--- src/rtl/core/tlfd_pkg.sv ---
// Package with shared types, constants and state codes of the feedback dispatcher.
package tlfd_pkg;

   localparam int CORES      = 4;
   localparam int SLOTS      = 64;
   localparam int PID_W      = 6;
   localparam int CORE_W     = 2;
   localparam int CNT_W      = 7;
   localparam int LEVELS     = 3;

   localparam logic [7:0] QUANTUM0_RESET = 8'd8;
   localparam logic [7:0] QUANTUM1_RESET = 8'd16;

   localparam logic CSR_QUANTUM0 = 1'b0;
   localparam logic CSR_QUANTUM1 = 1'b1;

   localparam logic FUNC_READY = 1'b0;
   localparam logic FUNC_TICK  = 1'b1;

   typedef struct packed {
      logic             func;
      logic [PID_W-1:0] pid;
      logic [3:0]       burst_done;
   } req_word_type;

   typedef struct packed {
      logic [1:0]       core;
      logic             busy_res;
      logic [PID_W-1:0] running_pid;
      logic [1:0]       level;
      logic [7:0]       quantum_left;
      logic             released;
      logic             demoted;
      logic [31:0]      switch_count;
      logic             last;
   } rsp_word_type;

   typedef enum logic [2:0] {
      ST_IDLE,
      ST_RELEASE,
      ST_ADMIT,
      ST_DISPATCH,
      ST_DISP_WAIT,
      ST_REPORT
   } state_type;

   // Commands from the controller to the datapath.
   typedef struct packed {
      logic              load_req;
      logic              mark_ready;
      logic              release_core;
      logic              admit_id;
      logic              clear_pending;
      logic              pop_start;
      logic              pop_finish;
      logic              count_down;
      logic [CORE_W-1:0] core_idx;
      logic [PID_W-1:0]  id_idx;
   } cmd_type;

   // Status from the datapath to the controller.
   typedef struct packed {
      logic is_tick;
      logic core_busy;
      logic any_queued;
   } status_type;

endpackage

--- src/rtl/core/tlfd_ram.sv ---
// Generic single-port-write, registered-read RAM.
module tlfd_ram #(
   parameter int WIDTH = 8,
   parameter int DEPTH = 64
) (
   input  logic                     clock,
   input  logic                     wr_en,
   input  logic [$clog2(DEPTH)-1:0] wr_addr,
   input  logic [WIDTH-1:0]         wr_data,
   input  logic [$clog2(DEPTH)-1:0] rd_addr,
   output logic [WIDTH-1:0]         rd_data
);

   logic [WIDTH-1:0] mem_ff [DEPTH];
   logic [WIDTH-1:0] rd_data_ff;

   // Write port and registered read port.
   always_ff @(posedge clock) begin
      if (wr_en) begin
         mem_ff[wr_addr] <= wr_data;
      end
      rd_data_ff <= mem_ff[rd_addr];
   end

   assign rd_data = rd_data_ff;

endmodule

--- src/rtl/core/tlfd_datapath.sv ---
// Datapath: queues, pending set, per-core state and result word formation.
module tlfd_datapath import tlfd_pkg::*; (
   input  logic         clock,
   input  logic         reset,
   input  cmd_type      cmd,
   input  req_word_type req_word,
   input  logic         csr_we,
   input  logic         csr_index,
   input  logic [7:0]   csr_data,
   output status_type   status,
   output rsp_word_type rsp_word
);

   logic [7:0] quantum0_ff, quantum1_ff;
   req_word_type req_ff;
   logic [SLOTS-1:0] pending_ff, pending_in;
   logic [PID_W-1:0] head_ff [LEVELS];
   logic [PID_W-1:0] tail_ff [LEVELS];
   logic [CNT_W-1:0] count_ff [LEVELS];
   logic [CORES-1:0] busy_ff;
   logic [PID_W-1:0] pid_ff [CORES];
   logic [1:0]       level_ff [CORES];
   logic [7:0]       quantum_ff [CORES];
   logic [CORES-1:0] rel_ff, dem_ff;
   logic [31:0]      total_ff;
   logic [1:0]       pop_lv_ff;

   logic [LEVELS-1:0] wr_en;
   logic [PID_W-1:0]  wr_data;
   logic [PID_W-1:0]  rd_data [LEVELS];
   logic [1:0]        push_lv;
   logic              push_en;
   logic [1:0]        pop_lv;
   logic [1:0]        cur_level;
   logic              cur_busy;
   logic              cur_expired;

   assign cur_busy    = busy_ff[cmd.core_idx];
   assign cur_level   = level_ff[cmd.core_idx];
   assign cur_expired = (cur_level != 2'd2) && (quantum_ff[cmd.core_idx] == 8'd0);

   // Choose which queue takes a push this cycle.
   always_comb begin
      push_en = 1'b0;
      push_lv = 2'd0;
      wr_data = cmd.id_idx;
      if (cmd.release_core && cur_busy && !req_ff.burst_done[cmd.core_idx] && cur_expired)
      begin
         push_en = 1'b1;
         push_lv = cur_level + 2'd1;
         wr_data = pid_ff[cmd.core_idx];
      end else if (cmd.admit_id && pending_ff[cmd.id_idx]) begin
         push_en = 1'b1;
      end
      for (int l = 0; l < LEVELS; l++) begin
         wr_en[l] = push_en && (push_lv == 2'(l)) && (count_ff[l] != CNT_W'(SLOTS));
      end
   end

   // Highest-priority non-empty queue.
   always_comb begin
      if (count_ff[0] != '0)      pop_lv = 2'd0;
      else if (count_ff[1] != '0) pop_lv = 2'd1;
      else                        pop_lv = 2'd2;
   end

   // Queue storage, one RAM per level.
   for (genvar g = 0; g < LEVELS; g++) begin : g_fifo
      tlfd_ram #(.WIDTH(PID_W), .DEPTH(SLOTS)) u_ram (
         .clock   (clock),
         .wr_en   (wr_en[g]),
         .wr_addr (tail_ff[g]),
         .wr_data (wr_data),
         .rd_addr (head_ff[g]),
         .rd_data (rd_data[g])
      );
   end

   // Pending set update.
   always_comb begin
      pending_in = pending_ff;
      if (cmd.clear_pending) pending_in = '0;
      if (cmd.mark_ready) pending_in[req_ff.pid] = 1'b1;
   end

   // Control state: configuration, pointers, core state and counters.
   always_ff @(posedge clock) begin
      if (reset) begin
         quantum0_ff <= QUANTUM0_RESET;
         quantum1_ff <= QUANTUM1_RESET;
         pending_ff  <= '0;
         busy_ff     <= '0;
         total_ff    <= '0;
         for (int l = 0; l < LEVELS; l++) begin
            head_ff[l]  <= '0;
            tail_ff[l]  <= '0;
            count_ff[l] <= '0;
         end
         for (int c = 0; c < CORES; c++) begin
            pid_ff[c]     <= '0;
            level_ff[c]   <= '0;
            quantum_ff[c] <= '0;
         end
      end else begin
         if (csr_we) begin
            if (csr_index == CSR_QUANTUM0) quantum0_ff <= csr_data;
            else                           quantum1_ff <= csr_data;
         end
         pending_ff <= pending_in;
         for (int l = 0; l < LEVELS; l++) begin
            if (wr_en[l]) begin
               tail_ff[l] <= tail_ff[l] + 1'b1;
            end
         end
         // Release or demote one core.
         if (cmd.release_core && cur_busy) begin
            if (req_ff.burst_done[cmd.core_idx] || cur_expired) begin
               busy_ff[cmd.core_idx]    <= 1'b0;
               pid_ff[cmd.core_idx]     <= '0;
               level_ff[cmd.core_idx]   <= '0;
               quantum_ff[cmd.core_idx] <= '0;
            end
            if (!req_ff.burst_done[cmd.core_idx] && cur_expired) begin
               total_ff <= total_ff + 32'd1;
            end
         end
         // Begin a pop: advance head; data appears next cycle.
         if (cmd.pop_start) begin
            head_ff[pop_lv]  <= head_ff[pop_lv] + 1'b1;
            count_ff[pop_lv] <= count_ff[pop_lv] - 1'b1;
         end
         for (int l = 0; l < LEVELS; l++) begin
            if (wr_en[l] && !(cmd.pop_start && pop_lv == 2'(l))) begin
               count_ff[l] <= count_ff[l] + 1'b1;
            end
         end
         if (cmd.pop_finish) begin
            busy_ff[cmd.core_idx]  <= 1'b1;
            pid_ff[cmd.core_idx]   <= rd_data[pop_lv_ff];
            level_ff[cmd.core_idx] <= pop_lv_ff;
            quantum_ff[cmd.core_idx] <= (pop_lv_ff == 2'd0) ? quantum0_ff :
                                        (pop_lv_ff == 2'd1) ? quantum1_ff : 8'd0;
         end
         if (cmd.count_down) begin
            for (int c = 0; c < CORES; c++) begin
               if (busy_ff[c] && level_ff[c] != 2'd2 && quantum_ff[c] != 8'd0) begin
                  quantum_ff[c] <= quantum_ff[c] - 8'd1;
               end
            end
         end
      end
   end

   // Payload registers: request word, pop level and event flags.
   always_ff @(posedge clock) begin
      if (cmd.load_req) begin
         req_ff <= req_word;
         rel_ff <= '0;
         dem_ff <= '0;
      end
      if (cmd.pop_start) pop_lv_ff <= pop_lv;
      if (cmd.release_core && cur_busy) begin
         rel_ff[cmd.core_idx] <= req_ff.burst_done[cmd.core_idx];
         dem_ff[cmd.core_idx] <= !req_ff.burst_done[cmd.core_idx] && cur_expired;
      end
   end

   assign status.is_tick    = req_ff.func == FUNC_TICK;
   assign status.core_busy  = cur_busy;
   assign status.any_queued = (count_ff[0] != '0) || (count_ff[1] != '0) ||
                              (count_ff[2] != '0);

   // Result word for the core being reported.
   always_comb begin
      rsp_word.core         = cmd.core_idx;
      rsp_word.busy_res     = busy_ff[cmd.core_idx];
      rsp_word.running_pid  = pid_ff[cmd.core_idx];
      rsp_word.level        = level_ff[cmd.core_idx];
      rsp_word.quantum_left = quantum_ff[cmd.core_idx];
      rsp_word.released     = rel_ff[cmd.core_idx];
      rsp_word.demoted      = dem_ff[cmd.core_idx];
      rsp_word.switch_count = total_ff;
      rsp_word.last         = cmd.core_idx == CORE_W'(CORES - 1);
   end

   // A queue never holds more than its depth.
   a_count_bound: assert property (@(posedge clock) disable iff (reset)
      count_ff[0] <= CNT_W'(SLOTS) && count_ff[1] <= CNT_W'(SLOTS) &&
      count_ff[2] <= CNT_W'(SLOTS))
      else $error("queue count beyond depth");

   // A demotion never leaves the switch total unchanged.
   a_demote_counts: assert property (@(posedge clock) disable iff (reset)
      (cmd.release_core && cur_busy && !req_ff.burst_done[cmd.core_idx] && cur_expired)
      |=> total_ff == $past(total_ff) + 32'd1)
      else $error("demotion not counted");

   // A level-2 process never holds a quantum.
   a_level2_quantum: assert property (@(posedge clock) disable iff (reset)
      cmd.pop_finish && pop_lv_ff == 2'd2 |=> quantum_ff[$past(cmd.core_idx)] == 8'd0)
      else $error("level-2 process given a quantum");

endmodule

--- src/rtl/core/tlfd_control.sv ---
// Controller: marks a ready word pending; sequences a tick word through release, admit, dispatch, countdown and report.
module tlfd_control import tlfd_pkg::*; (
   input  logic       clock,
   input  logic       reset,
   input  logic       req_valid,
   output logic       req_stall,
   output logic       rsp_valid,
   input  logic       rsp_stall,
   input  status_type status,
   output cmd_type    cmd
);

   state_type state_ff, state_in;
   logic [CORE_W-1:0] core_ff, core_in;
   logic [PID_W-1:0]  id_ff, id_in;

   // State register.
   always_ff @(posedge clock) begin
      if (reset) begin
         state_ff <= ST_IDLE;
         core_ff  <= '0;
         id_ff    <= '0;
      end else begin
         state_ff <= state_in;
         core_ff  <= core_in;
         id_ff    <= id_in;
      end
   end

   // Next state and commands.
   always_comb begin
      state_in  = state_ff;
      core_in   = core_ff;
      id_in     = id_ff;
      cmd       = '0;
      cmd.core_idx = core_ff;
      cmd.id_idx   = id_ff;
      req_stall = 1'b1;
      rsp_valid = 1'b0;
      case (state_ff)
         ST_IDLE: begin
            req_stall = 1'b0;
            if (req_valid) begin
               cmd.load_req = 1'b1;
               state_in     = ST_RELEASE;
               core_in      = '0;
               id_in        = '0;
            end
         end
         ST_RELEASE: begin
            if (!status.is_tick) begin
               cmd.mark_ready = 1'b1;
               state_in       = ST_IDLE;
            end else begin
               cmd.release_core = 1'b1;
               core_in = core_ff + 1'b1;
               if (core_ff == CORE_W'(CORES - 1)) begin
                  core_in  = '0;
                  state_in = ST_ADMIT;
               end
            end
         end
         ST_ADMIT: begin
            cmd.admit_id = 1'b1;
            id_in = id_ff + 1'b1;
            if (id_ff == PID_W'(SLOTS - 1)) begin
               cmd.clear_pending = 1'b1;
               state_in = ST_DISPATCH;
            end
         end
         ST_DISPATCH: begin
            if (!status.core_busy && status.any_queued) begin
               cmd.pop_start = 1'b1;
               state_in = ST_DISP_WAIT;
            end else if (core_ff == CORE_W'(CORES - 1)) begin
               core_in  = '0;
               cmd.count_down = 1'b1;
               state_in = ST_REPORT;
            end else begin
               core_in = core_ff + 1'b1;
            end
         end
         ST_DISP_WAIT: begin
            cmd.pop_finish = 1'b1;
            state_in = ST_DISPATCH;
         end
         ST_REPORT: begin
            rsp_valid = 1'b1;
            if (!rsp_stall) begin
               core_in = core_ff + 1'b1;
               if (core_ff == CORE_W'(CORES - 1)) begin
                  core_in  = '0;
                  state_in = ST_IDLE;
               end
            end
         end
         default: state_in = ST_IDLE;
      endcase
   end

   // Input is only taken when idle.
   a_take_idle: assert property (@(posedge clock) disable iff (reset)
      !req_stall |-> state_ff == ST_IDLE)
      else $error("input taken outside idle");

   // Results only in the report phase.
   a_rsp_report: assert property (@(posedge clock) disable iff (reset)
      rsp_valid |-> state_ff == ST_REPORT)
      else $error("result outside report");

   // A pop is always completed on the following cycle.
   a_pop_pair: assert property (@(posedge clock) disable iff (reset)
      cmd.pop_start |=> cmd.pop_finish)
      else $error("pop not completed");

endmodule

--- src/rtl/core/three_level_feedback_dispatcher.sv ---
// Top level of the three-level feedback queue dispatcher.
// A ready word marks its process pending. A tick word checks each core for release or
// demotion, scans all 64 process ids for admission (one process id a cycle), pops a
// queued process into each idle core, then gives four result words, one per core in core
// order, each held until taken. Queue RAMs hold undefined data after reset; only written
// entries are ever read. Quantum registers reset to 8 and 16; the user must write them
// through the csr port only while the block is idle, as the block does not enforce it.
module three_level_feedback_dispatcher import tlfd_pkg::*; (
   input  logic         clock,
   input  logic         reset,
   input  logic         req_valid,
   output logic         req_stall,
   input  req_word_type req_word,
   output logic         rsp_valid,
   input  logic         rsp_stall,
   output rsp_word_type rsp_word,
   input  logic         csr_valid,
   output logic         csr_ready,
   input  logic         csr_index,
   input  logic [7:0]   csr_data
);

   cmd_type    cmd;
   status_type status;

   assign csr_ready = 1'b1;

   tlfd_control u_control (
      .clock     (clock),
      .reset     (reset),
      .req_valid (req_valid),
      .req_stall (req_stall),
      .rsp_valid (rsp_valid),
      .rsp_stall (rsp_stall),
      .status    (status),
      .cmd       (cmd)
   );

   tlfd_datapath u_datapath (
      .clock     (clock),
      .reset     (reset),
      .cmd       (cmd),
      .req_word  (req_word),
      .csr_we    (csr_valid),
      .csr_index (csr_index),
      .csr_data  (csr_data),
      .status    (status),
      .rsp_word  (rsp_word)
   );

endmodule
--- config.mk ---
export PLATFORM = sky130hd
export DESIGN_NAME = three_level_feedback_dispatcher
export DESIGN_NICKNAME = d
export VERILOG_FILES = /design/src/rtl/core/tlfd_pkg.sv /design/src/rtl/core/tlfd_ram.sv /design/src/rtl/core/tlfd_datapath.sv /design/src/rtl/core/tlfd_control.sv /design/src/rtl/core/three_level_feedback_dispatcher.sv
export SDC_FILE = /design/constraint.sdc
export NUM_CORES = 2
export LEC_CHECK = 0
export ABC_AREA = 0
export ABC_CLOCK_PERIOD_IN_PS = 29800
export BUFFER_PORTS_ARGS = -buffer_cell sky130_fd_sc_hd__buf_2
export CAP_MARGIN = 20
export CORE_ASPECT_RATIO = 1.1
export CORE_MARGIN = 2
export CORE_UTILIZATION = 55
export DETAILED_ROUTE_END_ITERATION = 16
export PLACE_DENSITY = 0.82
export SYNTH_ARGS = -nofsm -noshare
export SYNTH_HDL_FRONTEND = slang
export SYNTH_SLANG_ARGS = --single-unit
export TNS_END_PERCENT = 50
--- constraint.sdc ---
create_clock -name clock -period 29.8 [get_ports clock]
set_clock_uncertainty 0.15 [all_clocks]
set_input_delay 1.49 -clock clock [delete_from_list [all_inputs] [get_ports clock]]
set_output_delay 1.49 -clock clock [all_outputs]
set_load 0.02 [all_outputs]
==> parameters.txt <==
Parameter                              Value

Setup path
  Endpoint type of the worst setup path    flop
  Worst-path maximum fanout    100
  Slowest Stage Delay on Critical Path    1.01 ns
  Cell type with the highest occurrence count on the critical path    sky130_fd_sc_hd__buf_4
  Reg2Reg Depth    9
  WP data required    30.05 ns
  Sort of element at the start of the critical path    flop
  CP Cell Sequence    mux4_2 -> ha_1 -> nor3_1 -> nand4_2 -> nor2_1 -> nand2_1 -> o21ai_4 -> buf_4 -> buf_4
  Critical path start-end classification    reg2reg
  Arr. time, crit path    6.12 ns
  Worst path slowest cell    sky130_fd_sc_hd__dfxtp_1

STA
  Tightest Pin Transition    1.199 ns
  Max Clk Rate    170.3 MHz
  Total negative setup slack    0 ns
  Number of hold violations in the final report    0
  Total count of max-transition violations in the final report    0
  Setup repair after global routing missed its margin    false
  Hold slack final    0.3079 ns
  # setup viols final    0
  Post-route minimum period    5.873 ns
  Share of the clock period used by the worst path after layout    0.1971
  Final Worst Setup Slack    23.93 ns
  Relative slew margins    0.1936

CTS
  Count of buffers added by post-CTS timing repair for setup    0
  Hold Buf Count CTS    0
  Clk sinks    1441
  Number of buffers inserted during clock tree synthesis    134
  Number of instances resized during post-cts repair    0
  TritonCTS clock tree    built
  CTS clock-pin slew for the worst setup and hold paths    0.06 ns
  H-tree levels    4
  Clock latency on the worst-skew pair    0.75 ns
  Clock root buffer    sky130_fd_sc_hd__clkbuf_16
  Number of buffers on the longest clock path    3

Drt
  DR iter-0 viols    4524
  ANT nets after route    0
  First drt pass iteration count    9
  Routed WL per cell    28.89 um
  Count of vias placed by the detailed router    32570
  Detailed Route WL    141100 um
  Mean number of vias per cell    6.668
  Residual DRC count    0

Power and ir drop
  Power spent charging and discharging nets    0.0008376 W
  Logic gate share of total power    0.029
  Power density over the cells    61.66 nW/um^2
  Standby leakage power    19.58 nW
  Switching share of power    0.2082
  Flop pwr share    0.545
  Clock network fraction of design power    0.426
  IR drop worst, VDD    0.05132 mV
  Power Internal    0.003186 W
  Final Total Pwr    0.004023 W

GRT
  Number of global-route vias before repair    32280
  Initial antenna violation count    1
  Tot GR Track Use    0.2556
  GRT Residual Overflow    0
  Pin count of the biggest net entering global routing    110
  Wire length of the first global-routing pass    208500 um

Yosys
  Fraction of registers with async set or reset after synthesis    0
  Net count after synthesis    3336
  Number of cells produced by synthesis    3285
  Proportion of synthesized chip area in sequential cells    0.7095
  Number of enable flip-flop cells after synthesis    1286
  Cell taking the most area after synthesis    sky130_fd_sc_hd__edfxtp_1
  Mean instance size in the synthesized netlist    17.90 um^2
  Top area cells in the synthesized netlist    sky130_fd_sc_hd__edfxtp_1, sky130_fd_sc_hd__mux4_2, sky130_fd_sc_hd__dfxtp_1, sky130_fd_sc_hd__nor2_1, sky130_fd_sc_hd__nand2_1
  Main flop type after synthesis    sky130_fd_sc_hd__edfxtp_1
  Area fraction of the dominant cell type after synthesis    0.6567
  Number of different library cells in the post-synthesis netlist    70
  Netlist area before placement    58810 um^2
  Number of flip-flops and latches in the synthesized netlist    1441
  Number of warnings printed during yosys synthesis    0

Final layout
  Summed area of non-filler cells in the final layout    65250 um^2
  Highest-count cells in the layout ignoring fill and taps    sky130_fd_sc_hd__edfxtp_1, sky130_fd_sc_hd__mux4_2, sky130_fd_sc_hd__nor2_1
  Multi-input gate area    16110 um^2
  Fraction of final layout cells with drive strength greater than 1    0.2386
  Total Nets Final    3429
  Sequential cell area    41720 um^2
  Synth-to-Final Area Change    10.95%
  Total of fill cells in the finished design    6828
  Most common library cell in the layout ignoring fill and taps    sky130_fd_sc_hd__edfxtp_1

Die
  Core box area    105900 um^2
  Initial standard-cell utilization of the core    0.5554
  I/O pin cnt    82
  Area of the die    109600 um^2
  Vert. Die Dim    346.9 um
  Die X    315.8 um
  Number of core rows    125

Job
  Number of violations of the max-capacitance limit    0

Status
  Run status    completed

Placed design
  Detailed placement HPWL    79250 um
  Worst-case setup slack after placement    24.06 ns
  Global placement routability congestion    0.8971
  Standard cell area after detailed placement    60480 um^2
  IO buf count    80

Min path
  Worst min-delay path category    reg2reg
  Hold Path Stages    2
## final timing paths
check                                          startpoint                                  endpoint  slack [ns]
worst max-delay path                                 flop  u_datapath.g_fifo[1].u_ram.mem_ff[15][4]       23.93
worst min-delay path            u_datapath.quantum0_ff[4]                 u_datapath.quantum0_ff[4]        0.31
worst max register to register                       flop  u_datapath.g_fifo[1].u_ram.mem_ff[15][4]       23.93
worst min register to register  u_datapath.quantum0_ff[4]                 u_datapath.quantum0_ff[4]        0.31
## cell families (layout without fill, tap and decap cells)
kind of cell | count (synthesis) | after routing | synth area share
buffers and inverters | 280 | 482 | 0.01904
other | 1 | 2 | 0.00006377
DFF | 1441 | 1441 | 0.7095
AOI/OAI and AO/OA | 249 | 249 | 0.02811
xor gates and xnor gates | 86 | 86 | 0.01281
adders and majority gates | 26 | 26 | 0.005532
muxes | 442 | 442 | 0.1633
and+or+nand+nor | 760 | 760 | 0.06170
## registers in the layout, indices dropped and copies added, names as in the netlist, 8 cells and up, named ones only
signal	cells
u_datapath.g_fifo.u_ram.mem_ff	1152
u_datapath.pending_ff	64
u_datapath.quantum_ff	32
u_datapath.total_ff	32
u_datapath.pid_ff	24
u_datapath.count_ff	21
u_datapath.g_fifo.u_ram.rd_data	18
u_datapath.head_ff	18
u_datapath.tail_ff	18
u_datapath.req_ff	10
u_datapath.level_ff	8
u_datapath.quantum0_ff	8
u_datapath.quantum1_ff	8
## routing by layer
metal	up-vias	track usage	part of all wire	wire, um
met1	16610	0.3302	0.35	49750
met2	2258	0.4308	0.51	72640
met4	2	0.1011	0.040	5595
li1	13340	-	-	-
met5	-	0	0.000092	13
met3	364	0.04731	0.093	13110
## layout make-up
| class | count | share of cell area |
|---|---|---|
| antenna | 1 | 0.00003835 |
| sequential | 1441 | 0.6394 |
| inverter | 68 | 0.003912 |
| clock inverter | 69 | 0.008936 |
| timing repair buffer | 169 | 0.01657 |
| clock buffer | 176 | 0.05736 |
| multi-input combinational | 1564 | 0.2470 |
| tap | 1397 | 0.02679 |
## worst max-delay path, delay by kind of cell, from the launching register on
kind | cells | cell delay [ns]
buf+inv | 2 | 1.64
simple gates | 4 | 1.55
flops | 1 | 1.01
mux | 1 | 0.63
fa+ha+maj | 1 | 0.22
compound gates | 1 | 0.09
## power by group through the flow
stage               sequential (W)  clock (W)  combinational (W)
global route               0.00219    0.00179           0.000122
floorplan                  0.00223          0          0.0000857
CTS                        0.00219    0.00172           0.000114
detailed placement         0.00224          0           0.000112
finish                     0.00219    0.00171           0.000117
global placement           0.00223          0           0.000110
## synthesized netlist by cell type, types with 14 or more instances
library cell / number
sky130_fd_sc_hd__a21oi_1: 35
sky130_fd_sc_hd__a22oi_1: 63
sky130_fd_sc_hd__a31oi_1: 15
sky130_fd_sc_hd__buf_1: 56
sky130_fd_sc_hd__buf_2: 19
sky130_fd_sc_hd__clkbuf_1: 129
sky130_fd_sc_hd__dfxtp_1: 155
sky130_fd_sc_hd__edfxtp_1: 1286
sky130_fd_sc_hd__ha_1: 26
sky130_fd_sc_hd__inv_1: 63
sky130_fd_sc_hd__mux2i_1: 21
sky130_fd_sc_hd__mux4_2: 413
sky130_fd_sc_hd__nand2_1: 130
sky130_fd_sc_hd__nand3_1: 71
sky130_fd_sc_hd__nand4_1: 16
sky130_fd_sc_hd__nor2_1: 334
sky130_fd_sc_hd__nor2b_1: 14
sky130_fd_sc_hd__nor3_1: 35
sky130_fd_sc_hd__nor4_1: 62
sky130_fd_sc_hd__o21ai_0: 37
sky130_fd_sc_hd__o22ai_1: 50
sky130_fd_sc_hd__or2_2: 14
sky130_fd_sc_hd__or3_1: 14
sky130_fd_sc_hd__xnor2_1: 53
sky130_fd_sc_hd__xor2_1: 33
## metrics by stage
step | utilization | instances
5_1_grt | 0.6162 | 4884
3_3_place_gp | 0.5711 | 4585
4_1_cts | 0.6121 | 4831
2_1_floorplan | - | 3285
6_report | 0.6162 | 4885
3_5_place_dp | 0.5712 | 4586
(Power assumes the default switching activity.)
